**src/sv/rfrr_pkg.sv**
```systemverilog
package rfrr_pkg;

  localparam int unsigned NUM_ENTRIES = 64;
  localparam int unsigned IDX_W       = $clog2(NUM_ENTRIES);
  localparam int unsigned CNT_W       = IDX_W + 1;
  localparam int unsigned PORT_IDX_W  = 6;

  typedef enum logic [1:0] {
    ST_READY   = 2'd0,
    ST_RUNNING = 2'd1,
    ST_BLOCKED = 2'd2,
    ST_PAGING  = 2'd3
  } task_state_e;

  localparam logic [1:0] PRIO_RT = 2'd0;

  typedef enum logic {
    OP_WRITE = 1'b0,
    OP_TICK  = 1'b1
  } opcode_e;

  typedef enum logic [1:0] {
    STAT_DISPATCHED = 2'd0,
    STAT_NONE_READY = 2'd1,
    STAT_DENIED     = 2'd2,
    STAT_WRITTEN    = 2'd3
  } status_e;

  typedef struct packed {
    task_state_e state;
    logic [1:0]  prio;
    logic        exec;
  } entry_t;

  localparam entry_t ENTRY_RESET = '{state: ST_BLOCKED, prio: 2'd0, exec: 1'b0};

endpackage

```
**src/sv/realtime_first_round_robin_scheduler.sv**
```systemverilog
// Task dispatcher with a 64-entry table (state, priority, execute bit) in one
// synchronous memory. Issue a transaction by raising start_i while busy_o is low.
// A write transaction updates one entry in the accept cycle and keeps busy_o low;
// its result strobes on done_o in the next cycle. A tick reads the table one entry
// a cycle through the single memory read port, so busy_o stays high through
// the scan and S_DECIDE on none ready or denied, and also through S_DISP on a
// dispatch, which does the second write-back there. done_o pulses in the first
// cycle with busy_o low again. Results appear on done_o for one cycle only and
// must be captured then: the receiver cannot stall the block. After reset the
// whole table reads as blocked with no clearing pass.
module realtime_first_round_robin_scheduler (
  input  logic                           clk_i,
  input  logic                           rst_ni,
  input  logic                           start_i,
  output logic                           busy_o,
  input  logic                           opcode_i,
  input  logic [rfrr_pkg::PORT_IDX_W-1:0] entry_index_i,
  input  logic [1:0]                     new_state_i,
  input  logic [1:0]                     new_priority_i,
  input  logic                           new_exec_allowed_i,
  output logic                           done_o,
  output logic [1:0]                     status_o,
  output logic [rfrr_pkg::PORT_IDX_W-1:0] chosen_index_o,
  output logic [rfrr_pkg::PORT_IDX_W-1:0] running_index_o
);
  import rfrr_pkg::*;

  typedef enum logic [3:0] {
    S_IDLE   = 4'b0001,
    S_SCAN   = 4'b0010,
    S_DECIDE = 4'b0100,
    S_DISP   = 4'b1000
  } fsm_e;

  fsm_e fsm_q, fsm_d;

  entry_t               mem [NUM_ENTRIES];
  logic [NUM_ENTRIES-1:0] valid_q;
  entry_t               rdata_q;
  logic                 rvalid_q;
  logic [IDX_W-1:0]     rd_addr;
  logic                 mem_we;
  logic [IDX_W-1:0]     mem_waddr;
  entry_t               mem_wdata;

  logic [CNT_W-1:0]     cnt_q;
  logic [CNT_W-1:0]     cnt_m1;
  logic [IDX_W-1:0]     scan_idx;
  entry_t               scan_ent;
  logic                 scan_ready;

  logic [IDX_W-1:0]     cur_q;
  entry_t               cur_ent_q;

  logic                 rt_found_q, aft_found_q, any_found_q;
  logic [IDX_W-1:0]     rt_idx_q, aft_idx_q, any_idx_q;
  entry_t               rt_ent_q, aft_ent_q, any_ent_q;

  logic                 pick_found;
  logic [IDX_W-1:0]     pick_idx;
  entry_t               pick_ent;
  logic [IDX_W-1:0]     pick_idx_q;
  entry_t               pick_ent_q;

  logic                 accept;
  logic                 accept_wr;
  logic                 accept_tick;
  logic                 wr_in_range;

  logic                 done_q;
  status_e              status_q;
  logic [IDX_W-1:0]     chosen_q;
  logic [IDX_W-1:0]     running_q;

  assign busy_o      = (fsm_q != S_IDLE);
  assign accept      = start_i && !busy_o;
  assign accept_wr   = accept && (opcode_e'(opcode_i) == OP_WRITE);
  assign accept_tick = accept && (opcode_e'(opcode_i) == OP_TICK);
  assign wr_in_range = (32'(entry_index_i) < NUM_ENTRIES);

  assign rd_addr    = cnt_q[IDX_W-1:0];
  assign cnt_m1     = cnt_q - CNT_W'(1);
  assign scan_idx   = cnt_m1[IDX_W-1:0];
  assign scan_ent   = rvalid_q ? rdata_q : ENTRY_RESET;
  assign scan_ready = (scan_ent.state == ST_READY);

  // realtime first, then first ready after current, else wrap to lowest ready
  always_comb begin
    pick_found = 1'b1;
    pick_idx   = any_idx_q;
    pick_ent   = any_ent_q;
    if (rt_found_q) begin
      pick_idx = rt_idx_q;
      pick_ent = rt_ent_q;
    end else if (aft_found_q) begin
      pick_idx = aft_idx_q;
      pick_ent = aft_ent_q;
    end else if (!any_found_q) begin
      pick_found = 1'b0;
    end
  end

  always_comb begin
    fsm_d     = fsm_q;
    mem_we    = 1'b0;
    mem_waddr = IDX_W'(entry_index_i);
    mem_wdata = '{state: task_state_e'(new_state_i), prio: new_priority_i,
                  exec: new_exec_allowed_i};
    unique case (fsm_q)
      S_IDLE: begin
        if (accept_wr && wr_in_range) begin
          mem_we = 1'b1;
        end
        if (accept_tick) begin
          fsm_d = S_SCAN;
        end
      end
      S_SCAN: begin
        if (cnt_q == CNT_W'(NUM_ENTRIES)) begin
          fsm_d = S_DECIDE;
        end
      end
      S_DECIDE: begin
        fsm_d = S_IDLE;
        if (pick_found && !pick_ent.exec) begin
          mem_we          = 1'b1;
          mem_waddr       = pick_idx;
          mem_wdata       = pick_ent;
          mem_wdata.state = ST_BLOCKED;
        end else if (pick_found) begin
          // old running entry back to ready, picked one written next cycle
          mem_we          = 1'b1;
          mem_waddr       = cur_q;
          mem_wdata       = cur_ent_q;
          mem_wdata.state = ST_READY;
          fsm_d           = S_DISP;
        end
      end
      S_DISP: begin
        mem_we          = 1'b1;
        mem_waddr       = pick_idx_q;
        mem_wdata       = pick_ent_q;
        mem_wdata.state = ST_RUNNING;
        fsm_d           = S_IDLE;
      end
      default: fsm_d = S_IDLE;
    endcase
  end

  always_ff @(posedge clk_i) begin
    if (mem_we) begin
      mem[mem_waddr] <= mem_wdata;
    end
    rdata_q <= mem[rd_addr];
  end

  always_ff @(posedge clk_i or negedge rst_ni) begin
    if (!rst_ni) begin
      valid_q  <= '0;
      rvalid_q <= 1'b0;
    end else begin
      if (mem_we) begin
        valid_q[mem_waddr] <= 1'b1;
      end
      rvalid_q <= valid_q[rd_addr];
    end
  end

  always_ff @(posedge clk_i or negedge rst_ni) begin
    if (!rst_ni) begin
      fsm_q       <= S_IDLE;
      cnt_q       <= '0;
      cur_q       <= '0;
      rt_found_q  <= 1'b0;
      aft_found_q <= 1'b0;
      any_found_q <= 1'b0;
      done_q      <= 1'b0;
    end else begin
      fsm_q  <= fsm_d;
      done_q <= accept_wr || (fsm_q == S_DECIDE && fsm_d == S_IDLE) ||
                (fsm_q == S_DISP);
      if (accept_tick) begin
        cnt_q       <= '0;
        rt_found_q  <= 1'b0;
        aft_found_q <= 1'b0;
        any_found_q <= 1'b0;
      end
      if (fsm_q == S_SCAN) begin
        cnt_q <= cnt_q + CNT_W'(1);
        if (cnt_q != '0) begin
          if (scan_ready && (scan_ent.prio == PRIO_RT) && !rt_found_q) begin
            rt_found_q <= 1'b1;
          end
          if (scan_ready && !any_found_q) begin
            any_found_q <= 1'b1;
          end
          if (scan_ready && (scan_idx > cur_q) && !aft_found_q) begin
            aft_found_q <= 1'b1;
          end
        end
      end
      if (fsm_q == S_DISP) begin
        cur_q <= pick_idx_q;
      end
    end
  end

  // payload side of the scan and result registers
  always_ff @(posedge clk_i) begin
    if (fsm_q == S_SCAN && cnt_q != '0) begin
      if (scan_ready && (scan_ent.prio == PRIO_RT) && !rt_found_q) begin
        rt_idx_q <= scan_idx;
        rt_ent_q <= scan_ent;
      end
      if (scan_ready && !any_found_q) begin
        any_idx_q <= scan_idx;
        any_ent_q <= scan_ent;
      end
      if (scan_ready && (scan_idx > cur_q) && !aft_found_q) begin
        aft_idx_q <= scan_idx;
        aft_ent_q <= scan_ent;
      end
      if (scan_idx == cur_q) begin
        cur_ent_q <= scan_ent;
      end
    end
    if (fsm_q == S_DECIDE) begin
      pick_idx_q <= pick_idx;
      pick_ent_q <= pick_ent;
      running_q  <= cur_q;
      if (!pick_found) begin
        status_q <= STAT_NONE_READY;
        chosen_q <= cur_q;
      end else begin
        status_q <= STAT_DENIED;
        chosen_q <= pick_idx;
      end
    end
    if (fsm_q == S_DISP) begin
      status_q  <= STAT_DISPATCHED;
      chosen_q  <= pick_idx_q;
      running_q <= pick_idx_q;
    end
    if (accept_wr) begin
      status_q  <= STAT_WRITTEN;
      chosen_q  <= IDX_W'(entry_index_i);
      running_q <= cur_q;
    end
  end

  assign done_o          = done_q;
  assign status_o        = status_q;
  assign chosen_index_o  = PORT_IDX_W'(chosen_q);
  assign running_index_o = PORT_IDX_W'(running_q);

endmodule
```
**config.mk**
```make
export PLATFORM = sky130hd
export DESIGN_NAME = realtime_first_round_robin_scheduler
export DESIGN_NICKNAME = d
export VERILOG_FILES = /design/src/sv/rfrr_pkg.sv /design/src/sv/realtime_first_round_robin_scheduler.sv
export SDC_FILE = /design/constraint.sdc
export NUM_CORES = 1
export LEC_CHECK = 0
export ABC_AREA = 0
export CELL_PAD_IN_SITES_DETAIL_PLACEMENT = 0
export CELL_PAD_IN_SITES_GLOBAL_PLACEMENT = 1
export CORE_MARGIN = 2
export CORE_UTILIZATION = 45
export CTS_CLUSTER_SIZE = 30
export DETAILED_ROUTE_END_ITERATION = 7
export DONT_BUFFER_PORTS = 1
export HOLD_SLACK_MARGIN = 0.12
export PLACE_DENSITY = 0.63
export SKIP_CTS_REPAIR_TIMING = 1
export SLEW_MARGIN = 20
export SYNTH_ARGS = -nofsm -noshare
export SYNTH_HDL_FRONTEND = slang
export SYNTH_SLANG_ARGS = --single-unit
```
**constraint.sdc**
```tcl
create_clock -name clk_i -period 8.3 [get_ports clk_i]
set_clock_uncertainty 0.2 [all_clocks]
set_input_delay 0.415 -clock clk_i [delete_from_list [all_inputs] [get_ports clk_i]]
set_output_delay 0.415 -clock clk_i [all_outputs]
set_load 0.01 [all_outputs]
```
After elaboration in Yosys (flattened, before gate mapping). Memories as Yosys holds them, arrays and structs flattened. A register that Yosys moved wholly into a read port is not among the register bits. Cells that the tools add are included.

Bits in registers: 139. Logic and storage cells: 125. Memory bits (writable): 320. Input port bits: 15. Output and inout bits: 16. Memories: 1.

Memories: mem (depth 64, width 5, rd ports 1, clocked after memory_dff 1, write ports 1, line realtime_first_round_robin_scheduler.sv:37) `entry_t mem [NUM_ENTRIES];`.

Bitwise logic cells: 2. Muxes and demuxes: 53. Add/sub/neg operators: 2. Reductions and logical operators: 29. $lt $le $gt $ge: 4. Eq/ne operators: 8.

Operators by type and width (count): 2-to-1 mux 6 bit (11); OR 64 bit (1); 2-to-1 mux 1 bit (22); 2-to-1 mux 4 bit (4); 2-to-1 mux 5 bit (3); less-than comparator 6 x 7 -> 1 bit (second input constant) (2); 2-to-1 mux 7 bit (2); logical AND 1 bit (12); one-hot mux 4 bit (3 select lines) (1); one-hot mux 6 bit (2 select lines) (1); one-hot mux 5 bit (2 select lines) (1); equality test 4 x 1 -> 1 bit (second input constant) (2); AND reduction 2 bit (4); adder 7 x 1 -> 7 bit (second input constant) (1); equality test 7 bit (second input constant) (1); nonzero test 7 bit (1); binary-select mux 1 bit (select 6 bit) (1); demux 1 bit (select 6 bit) (1); equality test 6 bit (1); >= comparator 6 x 1 -> 1 bit (second input constant) (1); > comparator 6 bit (1); 2-to-1 mux 2 bit (3); 2-to-1 mux 3 bit (2); subtractor 6 x 1 -> 6 bit (second input constant) (1); 11 further kinds (18).

Longest topological paths before layout.
Depth after elaboration: 11. Depth in mapped cells: 12. Gate-level depth less buffers: 10.

Worst setup path after synthesis. No wires, ideal clock.

Kind: register to register. Start point: reg fsm_q[3]. End point: mem mem[0][2] (netlist bit) (data pin). Arrival time: 3.943 ns. Path buffers: 1. Clock period less this slack: 4.844 ns. Setup time: 0.702 ns. Stages on the path, launching flop included: 6. Setup slack: 3.456 ns. Data required time: 7.398 ns. Cells stage by stage: dfrtp_1 or4b_1 inv_2 buf_4 nand2_2 o21ai_0.

RTL lines: start, declared (line realtime_first_round_robin_scheduler.sv:35) `fsm_e fsm_q, fsm_d;`; start signal, assigned (line realtime_first_round_robin_scheduler.sv:179) `fsm_q <= fsm_d;`; end, declared (line realtime_first_round_robin_scheduler.sv:37).

Final worst setup path.
Start point: reg fsm_q[3]. End point: mem mem[26][2] (netlist bit) (enable).

Longest elaborated chain between the ends: 8.

RTL lines: != test 4 x 1 -> 1 bit (line realtime_first_round_robin_scheduler.sv:75) `assign busy_o = (fsm_q != S_IDLE);`; zero test 1 bit (line realtime_first_round_robin_scheduler.sv:76) `assign accept = start_i && !busy_o;`; logical AND 1 bit (line realtime_first_round_robin_scheduler.sv:76); logical AND 1 bit (line realtime_first_round_robin_scheduler.sv:77) `assign accept_wr = accept && (opcode_e'(opcode_i) == OP_WRITE);`; 2-to-1 mux 1 bit (line realtime_first_round_robin_scheduler.sv:111) `if (accept_wr && wr_in_range) begin`; one-hot mux 1 bit (3 select lines) (line realtime_first_round_robin_scheduler.sv:109) `unique case (fsm_q)`; 2-to-1 mux 1 bit (line realtime_first_round_robin_scheduler.sv:151) `if (mem_we) begin`; 2-to-1 mux 1 bit (implied by the code) (line realtime_first_round_robin_scheduler.sv:152) `mem[mem_waddr] <= mem_wdata;`.

Parallel ways exist; a longest one is shown, timed or not.

==> run_results.csv <==
group,metric,value,unit
run_status,status,"finished clean",
floorplanning,io_pins,31,
route,detail_route.wl_per_cell,26.6,um
route,dr.first_iter.drc_count,774,
timing,finalCritPeriodShare,51.2,%
pwr,power_switching,1.22,mW
worst_hold_path,hold_class,"input port to flop",
timing,fmax,0.236,GHz
logic_synthesis,synth-seq-cells,464,
clock_tree,cts.clk_slew.worst_paths,0.06,ns
pwr,clockPowerShare,39.8,%
clock_tree,cts_sinks,464,
cells_and_area,fin_util,51.4,%
timing,setup_violations,0,
critical_path,worstSetupStartpoint,"fsm_q[3]",
logic_synthesis,synthCells,1030,
timing,min_period,4.25,ns
placed_design,gp_congestion,0.764,
timing,tns,0,ns
pwr,p_leak,6.91,nW
flow_run,maxCapViolations,0,
clock_tree,clock_path_buffers,3,
logic_synthesis,ys.flop_type,"edfxtp_1",
critical_path,r2r_slack,4.05,ns
placed_design,dp_hpwl,28700,um
critical_path,crit_type,"flop to flop",
logic_synthesis,syn_area_per_cell,18.2,um2
pwr,p_comb_share,10.1,%
logic_synthesis,synthArstFlopShare,18.5,%
placed_design,io_buffers,0,
pwr,power.share.sequential,50.1,%
logic_synthesis,synth_top_family_by_area,"multiplexers",
timing,hold_viol,0,
cells_and_area,drive_gt1_share,21.0,%
critical_path,cp.arrival,4.26,ns
pwr,power_per_cell_area,251,mW/mm2
critical_path,r2r_start,"fsm_q[3]",
cells_and_area,final_nets,1085,
grt,grt_pass1_vias,9886,
clock_tree,insertion_delay,0.58,ns
grt,grt_pass1_wl,65900,um
clock_tree,cts_root_buffer,"clkbuf_16",
logic_synthesis,yosys.area_share.adder,0.600,%
critical_path,cp.required,8.31,ns
floorplanning,die-width,208,um
grt,grt_max_degree,87,
timing,relSlewSlack,38.1,%
route,vias,9545,
route,post-route-drc-count,0,
route,routed_via_density,5.84,
pwr,power.internal,4.08,mW
grt,grt_use_total,20.6,%
logic_synthesis,synth-edff-count,371,
cells_and_area,fillCellCount,3307,
floorplanning,die-area,0.0434,mm2
floorplanning,start_util,45.8,%
floorplanning,core_area,0.0410,mm2
cells_and_area,area_growth_syn_to_layout,12.4,%
logic_synthesis,synth_area,0.0188,mm2
logic_synthesis,yosys.area_share.simple,4.99,%
critical_path,path_max_fanout,20,
route,ant_nets,0,
floorplanning,rows,74,
logic_synthesis,synth.area.mux_share,15.0,%
grt,grt-ovfl-total,0,
floorplanning,die_y,208,um
worst_hold_path,min-delay-start,"start_i",
route,first_pass_iters,7,
timing,rsz0062_at_grt,"false",
timing,slew_violations,0,
clock_tree,cts_buffers,49,
grt,antenna_found_initial,0,
critical_path,endpoint_kind,"flop",
logic_synthesis,ys_types,59,
logic_synthesis,yosysWarningCount,0,
clock_tree,htree_num_levels,2,
pwr,ir_worst_vdd,0.134,mV
logic_synthesis,yosys.area_share.xor_xnor,0.280,%
pwr,swShare,23.0,%
timing,worstMarginPinSlew,0.925,ns
logic_synthesis,synth_nets,1054,
route,wl,43500,um
logic_synthesis,ys_seq_area_share,71.6,%
logic_synthesis,synth-compound-area-share,6.31,%
clock_tree,cts_tree,"done",
critical_path,cp-start-kind,"flop",
cells_and_area,n_antenna_cell,0,
## stage by stage
stage	area [um2]	total power [mW]	worst slack [ns]	std cells	hold WS, ns
after floorplan	18800	3.08	3.46	1030	-0.0806
after global placement	19400	3.23	4.03	1532	-0.0786
after detailed placement	19400	3.24	4.03	1532	-0.0784
after CTS	21000	5.35	4.01	1624	-0.703
after global routing	21100	5.51	3.78	1634	0.148
final	21100	5.30	4.05	1634	0.128
## logic make-up after synthesis
logic type / after synthesis
AOI/OAI and AO/OA: 161
xor gates and xnor gates: 6
adders and majority gates: 9
buffers and inverters: 60
DFF: 464
muxes: 132
and+or+nand+nor: 198
## routing by layer
layer	GRT usage, %	part of all wire (%)	vias to the layer above
li1	-	-	4221
met1	28.6	45	5063
met2	33.4	49	204
met3	4.78	4.7	57
met4	4.99	1.7	0
met5	0	0	-
## Yosys cell counts (all sizes together) (10+ instances only)
cell type	instances	share of area [%]
edfxtp	371	59
mux4	119	14
dfrtp	85	11
nor2	76	1.5
o21bai	64	2.6
nand2	50	1.0
o21ai	29	0.77
buf	23	0.53
nand3	23	0.61
clkbuf	20	0.40
inv	17	0.34
a22oi	15	0.60
a21oi	10	0.27
nand4	10	0.33
## worst max-delay path, stage by stage, from the launching register on
cell and delay, ns:
dfrtp_1 0.44, or4b_1 0.61, inv_2 0.35, nor2_1 0.25, a21boi_1 0.45, and3_1 0.39
nand4_1 0.55, nor2_1 0.63
## final timing paths
check,cells past startpoint,to
hold reg to reg,1,valid_q[33]
max in group asynchronous,2,valid_q[50]
min in group asynchronous,2,any_found_q
hold / removal,2,fsm_q[1]
setup / recovery,7,mem[26][2]
setup reg to reg,7,mem[26][2]
## area by class of cell
type	instances	area [um2]	share of cell area [%]
Timing Repair Buffer	23	215	1.02
Clock buffer	67	1390	6.57
Inverter	17	63.8	0.303
Clock inverter	25	171	0.813
Sequential cell	464	13400	63.7
Multi-Input combinational cell	506	5150	24.4
Tap cell	532	666	3.16
## placed cells by master (no fill, tap or decap), drive strengths merged, types with 5 or more instances in the layout
cell type      n
nor2          76
a21oi         10
clkbuf        67
o21bai        64
mux4         119
inv           19
dfxtp          7
nand2         50
a22oi         15
buf           14
clkinv        20
ha             9
a21o           5
o21ai         29
dfrtp         85
nor2b          7
a221o          6
dlygate4sd3    9
edfxtp       371
mux2i          9
nand4         10
xnor2          5
nand3         23
and2           7
## flip-flops by register name, summed over array words and instances, names as in the netlist, 3 cells and up
register,flops
rdata_q,5
fsm_q,4
running_index_o,6
pick_idx_q,6
aft_ent_q,3
pick_ent_q,3
chosen_index_o,6
mem,320
any_idx_q,6
cur_ent_q,3
any_ent_q,3
valid_q,64
rt_idx_q,6
cur_q,6
cnt_q,7
rt_ent_q,3
aft_idx_q,6
## power by group through the flow
| stage | logic (mW) | clock network (mW) | registers, mW |
|---|---|---|---|
| 2_1_floorplan | 0.426 | 0 | 2.65 |
| 3_3_place_gp | 0.523 | 0 | 2.71 |
| 3_5_place_dp | 0.530 | 0 | 2.71 |
| 4_1_cts | 0.531 | 2.16 | 2.66 |
| 5_1_grt | 0.582 | 2.26 | 2.67 |
| 6_report | 0.537 | 2.11 | 2.66 |
Note: power is estimated with default switching activity, not from simulation.
